**config.mk**
```make
export PLATFORM = sky130hd
export DESIGN_NAME = ipa_ram
export DESIGN_NICKNAME = d
export VERILOG_FILES = /design/src/hdl/id_pool_allocator_unit_macros.svh /design/src/hdl/ipa_ram.sv
export SDC_FILE = /design/constraint.sdc
export NUM_CORES = 1
export LEC_CHECK = 0
export BUFFER_PORTS_ARGS = -buffer_cell sky130_fd_sc_hd__buf_4
export CORE_ASPECT_RATIO = 1.75
export CORE_MARGIN = 5
export CORE_UTILIZATION = 40
export CTS_CLUSTER_SIZE = 10
export DETAILED_ROUTE_END_ITERATION = 16
export GPL_ROUTABILITY_DRIVEN = 1
export PLACE_DENSITY = 0.55
export RECOVER_POWER = 50
export SKIP_CTS_REPAIR_TIMING = 1
export SLEW_MARGIN = 15
export SYNTH_ARGS = -nofsm -noshare
export SYNTH_HDL_FRONTEND = slang
export SYNTH_SLANG_ARGS = --single-unit
```
**constraint.sdc**
```tcl
create_clock -name clk_i -period 3.55 [get_ports clk_i]
set_input_delay 0.1775 -clock clk_i [delete_from_list [all_inputs] [get_ports clk_i]]
set_output_delay 0.1775 -clock clk_i [all_outputs]
set_load 0.05 [all_outputs]
```
**src/hdl/id_pool_allocator_unit_macros.svh**
```systemverilog
// Assertion macros for the identifier pool allocator.
// Used by the RTL files that carry concurrent checks; depends on nothing.
`ifndef ID_POOL_ALLOCATOR_UNIT_MACROS_SVH
`define ID_POOL_ALLOCATOR_UNIT_MACROS_SVH
`ifndef NO_ASSERTIONS
// Check on every clock edge, masked while reset is active.
`define IPA_ASSERT(lbl, prop) \
  lbl: assert property (@(posedge clk_i) disable iff (!rst_ni) (prop)) \
    else $error("id pool allocator: assertion failed");
// Check on every clock edge, including during reset.
`define IPA_ASSERT_ALWAYS(lbl, prop) \
  lbl: assert property (@(posedge clk_i) (prop)) \
    else $error("id pool allocator: assertion failed");
`else
`define IPA_ASSERT(lbl, prop)
`define IPA_ASSERT_ALWAYS(lbl, prop)
`endif
`endif

```
**src/hdl/ipa_ram.sv**
```systemverilog
// Generic simple dual-port RAM: one write port, one read port, registered read.
// No dependencies.
module ipa_ram #(
  parameter int unsigned WIDTH = 8,
  parameter int unsigned DEPTH = 16
) (
  input  logic                     clk_i,
  input  logic                     we_i,
  input  logic [$clog2(DEPTH)-1:0] waddr_i,
  input  logic [WIDTH-1:0]         wdata_i,
  input  logic                     re_i,
  input  logic [$clog2(DEPTH)-1:0] raddr_i,
  output logic [WIDTH-1:0]         rdata_o
);

  logic [WIDTH-1:0] mem_q [DEPTH];
  logic [WIDTH-1:0] rdata_q;

  // write port
  always_ff @(posedge clk_i) begin
    if (we_i) begin
      mem_q[waddr_i] <= wdata_i;
    end
  end

  // registered read port
  always_ff @(posedge clk_i) begin
    if (re_i) begin
      rdata_q <= mem_q[raddr_i];
    end
  end

  assign rdata_o = rdata_q;

endmodule

```
# == After elaboration in Yosys (flattened, before gate mapping) ==
# Memory sizes are Yosys's and may differ from the RTL's. A register that Yosys moved wholly into a read port is not among the register bits.
# Cells that the tools add are included.
# totals
ramBits,128
out_inout_bits,8
register_bits,0
mem_count,1
input_bits,19
word_cells,3
# mem_list
name,words,width,rd,rd_clocked_by_memory_dff,wr,line,source
mem_q,16,8,1,1,1,ipa_ram.sv:16,logic [WIDTH-1:0] mem_q [DEPTH];
# op_classes
muxes,2
# op_table
cell,n
2-to-1 mux 1 bit,2

# == Longest topological paths before layout ==
# depth
depth_word,2
mapped_depth,5

# == Worst setup path after synthesis ==
# Ideal clock, no wire load.
# synth_path
kind,input to register
from,input waddr_i[2]
to,"memory mem_q[0][0], enable pin"
path_stages,2
setup_ns,0.383
slack_ns,1.880
arrival_ns,1.287
path_cell_list,or3b_2 > nor3_1
# synth_lines
item,line,source
from (decl),ipa_ram.sv:9,"input logic [$clog2(DEPTH)-1:0] waddr_i,"
to (decl),ipa_ram.sv:16,
# No word-level cell before the write port.

==> run summary <==
• sky130_fd_sc_hd__clkbuf_16 — cell at the root of the clock tree
• 6700 um — detailed placer's ending HPWL
• 4 — TritonRoute pass-1 iters
• 0.00200 uW — leakage power summed over all cells
• 0.63 ns — Worst path max stage delay
• 1.53 ns — min Tclk post-route
• 32 — biggest fanout along the worst timing path
• 22.3 um — drt wl/cell
• 3050 uW — internal portion of total power
• 286 — count of nets after finishing
• 0.239 — ratio of cells with drive above 1 in the final layout
• 4 — H-tree depth
• 1.07 ns — transition at the pin with the smallest max-transition slack
• 0 — final setup violating endpoints
• 1064 — Filler Cell Count
• multiplexers — cell family contributing the most delay on the critical path
• 33 — pin count of the biggest net entering global routing
• 0.406 — initial core utilization
• 1 — combined buffer and inverter count along the critical path
• 5.28 — via count normalized by instance count
• 754 uW — net load switching power
• 309 uV — largest voltage drop on the vdd net
• 0.40 ns — later-pin clock latency in the skew report
• 0.478 — post-route core utilization
• in -> reg — critical path class
• input pin — startpoint type of the worst setup path
• 451 — number of non-filler instances in the completed layout
• in -> reg — worst hold path class
• 229 — synthesized instance count
• 2380 — overall via count from detail_route
• completed — result of the run
• 12900 um2 — Core Footprint
• 1.68 ns — arrival time at the worst endpoint
• 0 — number of inserted diodes
• 0 — number of design rule violations left after detail routing
• 0.430 — portion of the clock cycle consumed by the worst path in the final layout
• 0.06 ns — post-CTS clock slew at the launch and capture registers of the worst setup and hold paths
• 0 ns — Setup TNS Final
• 618 nW/um2 — Power Density
• 0.144 — global-route total usage across every layer
• 0.473 — clock network power share
• 0 — number of hold violations in the final report
• 2 — buffers from clock root to sink, at most
• 17.6% — area added between synthesis and finish
• 18 — count of distinct cell types in the synthesized netlist
• 0.781 — register area share after synthesis
• 0.715 — GP Congestion
• 17 — number of buffers created by CTS
• 136 — post-synthesis register bit count
• sky130_fd_sc_hd__mux4_1 — cell with the largest stage delay on the worst path
• 1.54 ns — Worst Setup Slack post-DPL
• 55 — Placement Rows
• 248 — Synthesized Nets
• 0 — warning count from the yosys run
• 419 — placed cell count
• 0 — GRT overflow
• 136 — number of clock sinks
• 96.4 um — width of the chip
• built — clock tree from TritonCTS
• 0.049 — power share of the combinational group
• no — RSZ-0062 raised after global routing
• 0.655 GHz — maximum operating frequency
• 0.00544 ns — worst clock skew
• 161 um — Die Height
• 5230 um2 — synthesized cell area
• 0 — number of antenna-violating nets in the routed design
• 3.70 ns — Worst Path Required
• 0.479 — sequential cell fraction of total power
• 3800 uW — overall power after layout
• 10100 um — sum of routed wire length over all layers
• 26 — I/O Buffers
• 15600 um — wire length of the first global-routing pass
• 0 — antenna violations before repair
• flop — crit end category
• 0.286 — normalized max-slew margin
• 2645 — vias in the first global route
• buf_4 -> mux4_1 -> a22oi_1 -> nand2_1 — cell-by-cell listing of the critical path
• 0 — max-slew violation count
• 2.02 ns — final worst setup slack
• 0 — reported max-cap violation count
• 0.198 — share of total power consumed by net switching
• 15500 um2 — area of the die
• 154 — first-iteration detailed-routing DRC count
• 27 — I/O pin count
• 22.8 um2 — average size of a mapped cell
## stage by stage
step,hold WS [ns],area [um2]
2_1_floorplan,0.276,5230
3_3_place_gp,0.479,5580
5_1_grt,0.217,6150
3_5_place_dp,0.482,5580
4_1_cts,0.0564,6190
6_report,0.220,6150
## worst reg2reg max path, delay by kind of cell, from the launching register on
family / cells / cell delay, ns
DFF: 1 / 0.35
AOI/OAI and AO/OA: 1 / 0.30
muxes: 1 / 0.51
and+or+nand+nor: 1 / 0.08
## flip-flops by register name (all words and copies together), names as in the netlist
name	count
mem_q	128
rdata_o	8
## power groups by stage
stage	clock network, uW	registers [uW]	logic [uW]
floorplan	0	1880	91.3
global placement	0	1850	193
detailed placement	0	1850	194
CTS	1830	1820	195
global route	1910	1820	200
finish	1800	1820	185
## cells in the final DEF, fill, tap and decap left out
master,netlist,layout
sky130_fd_sc_hd__clkinvlp_4,0,2
sky130_fd_sc_hd__nand3_1,1,1
sky130_fd_sc_hd__clkinv_1,0,2
sky130_fd_sc_hd__nand2b_1,2,2
sky130_fd_sc_hd__and2b_1,1,1
sky130_fd_sc_hd__nand3b_1,2,2
sky130_fd_sc_hd__nand2_1,9,9
sky130_fd_sc_hd__a22oi_1,16,16
sky130_fd_sc_hd__clkinv_4,0,1
sky130_fd_sc_hd__clkinv_2,0,4
sky130_fd_sc_hd__bufinv_16,0,4
sky130_fd_sc_hd__mux4_2,18,18
sky130_fd_sc_hd__nor3_1,4,3
sky130_fd_sc_hd__or3b_2,1,1
sky130_fd_sc_hd__inv_6,0,1
sky130_fd_sc_hd__mux4_1,14,14
sky130_fd_sc_hd__clkbuf_16,0,17
sky130_fd_sc_hd__nor3_2,0,1
sky130_fd_sc_hd__nor2_1,13,13
sky130_fd_sc_hd__clkbuf_1,0,12
sky130_fd_sc_hd__buf_4,1,18
sky130_fd_sc_hd__nor2b_1,1,1
sky130_fd_sc_hd__and2_1,1,1
sky130_fd_sc_hd__edfxtp_1,136,136
## per-layer routing
metal,up-vias,share of wire,track usage
met3,7,0.037,0.0363
met4,0,0.012,0.0543
li1,1057,-,-
met1,1256,0.38,0.165
met2,60,0.57,0.254
met5,-,0,0
## worst paths after layout
kind | from | to | slack, ns | cells after the start
setup / recovery | raddr_i[0] | rdata_o[1] | 2.02 | 4
hold reg to reg | mem_q[12][4] | rdata_o[4] | 0.75 | 3
hold / removal | waddr_i[0] | mem_q[4][7] | 0.22 | 2
setup reg to reg | mem_q[1][1] | rdata_o[1] | 2.06 | 3
## synth_stat cells
cell,n,area share
sky130_fd_sc_hd__a22oi_1,16,0.023
sky130_fd_sc_hd__nand3_1,1,0.00096
sky130_fd_sc_hd__buf_4,1,0.0014
sky130_fd_sc_hd__nor2_1,13,0.0093
sky130_fd_sc_hd__and2_1,1,0.0012
sky130_fd_sc_hd__clkdlybuf4s25_2,3,0.0057
sky130_fd_sc_hd__nand3b_1,2,0.0029
sky130_fd_sc_hd__nand2_1,9,0.0065
sky130_fd_sc_hd__nor3_1,4,0.0038
sky130_fd_sc_hd__nand2b_1,2,0.0024
sky130_fd_sc_hd__edfxtp_1,136,0.78
sky130_fd_sc_hd__buf_2,3,0.0029
sky130_fd_sc_hd__mux4_1,14,0.070
sky130_fd_sc_hd__mux4_2,18,0.078
sky130_fd_sc_hd__buf_6,3,0.0065
sky130_fd_sc_hd__nor2b_1,1,0.0012
sky130_fd_sc_hd__or3b_2,1,0.0017
sky130_fd_sc_hd__and2b_1,1,0.0014
## cell families (layout without fill, tap and decap cells)
group | Yosys count | in the layout | share of synthesized area
buf+inv | 10 | 61 | 0.0165
simple gates | 35 | 35 | 0.0314
mux | 32 | 32 | 0.148
compound gates | 16 | 16 | 0.0230
flops | 136 | 136 | 0.781
## layout make-up
type                       count  area [um2]  area share
clock buffer                  18         429      0.0698
clock inverter                14         180      0.0293
multi-input combinational     83        1060       0.173
sequential                   136        4080       0.664
tap                          171         214      0.0348
timing repair buffer          29         176      0.0287
(Power assumes the default switching activity.)
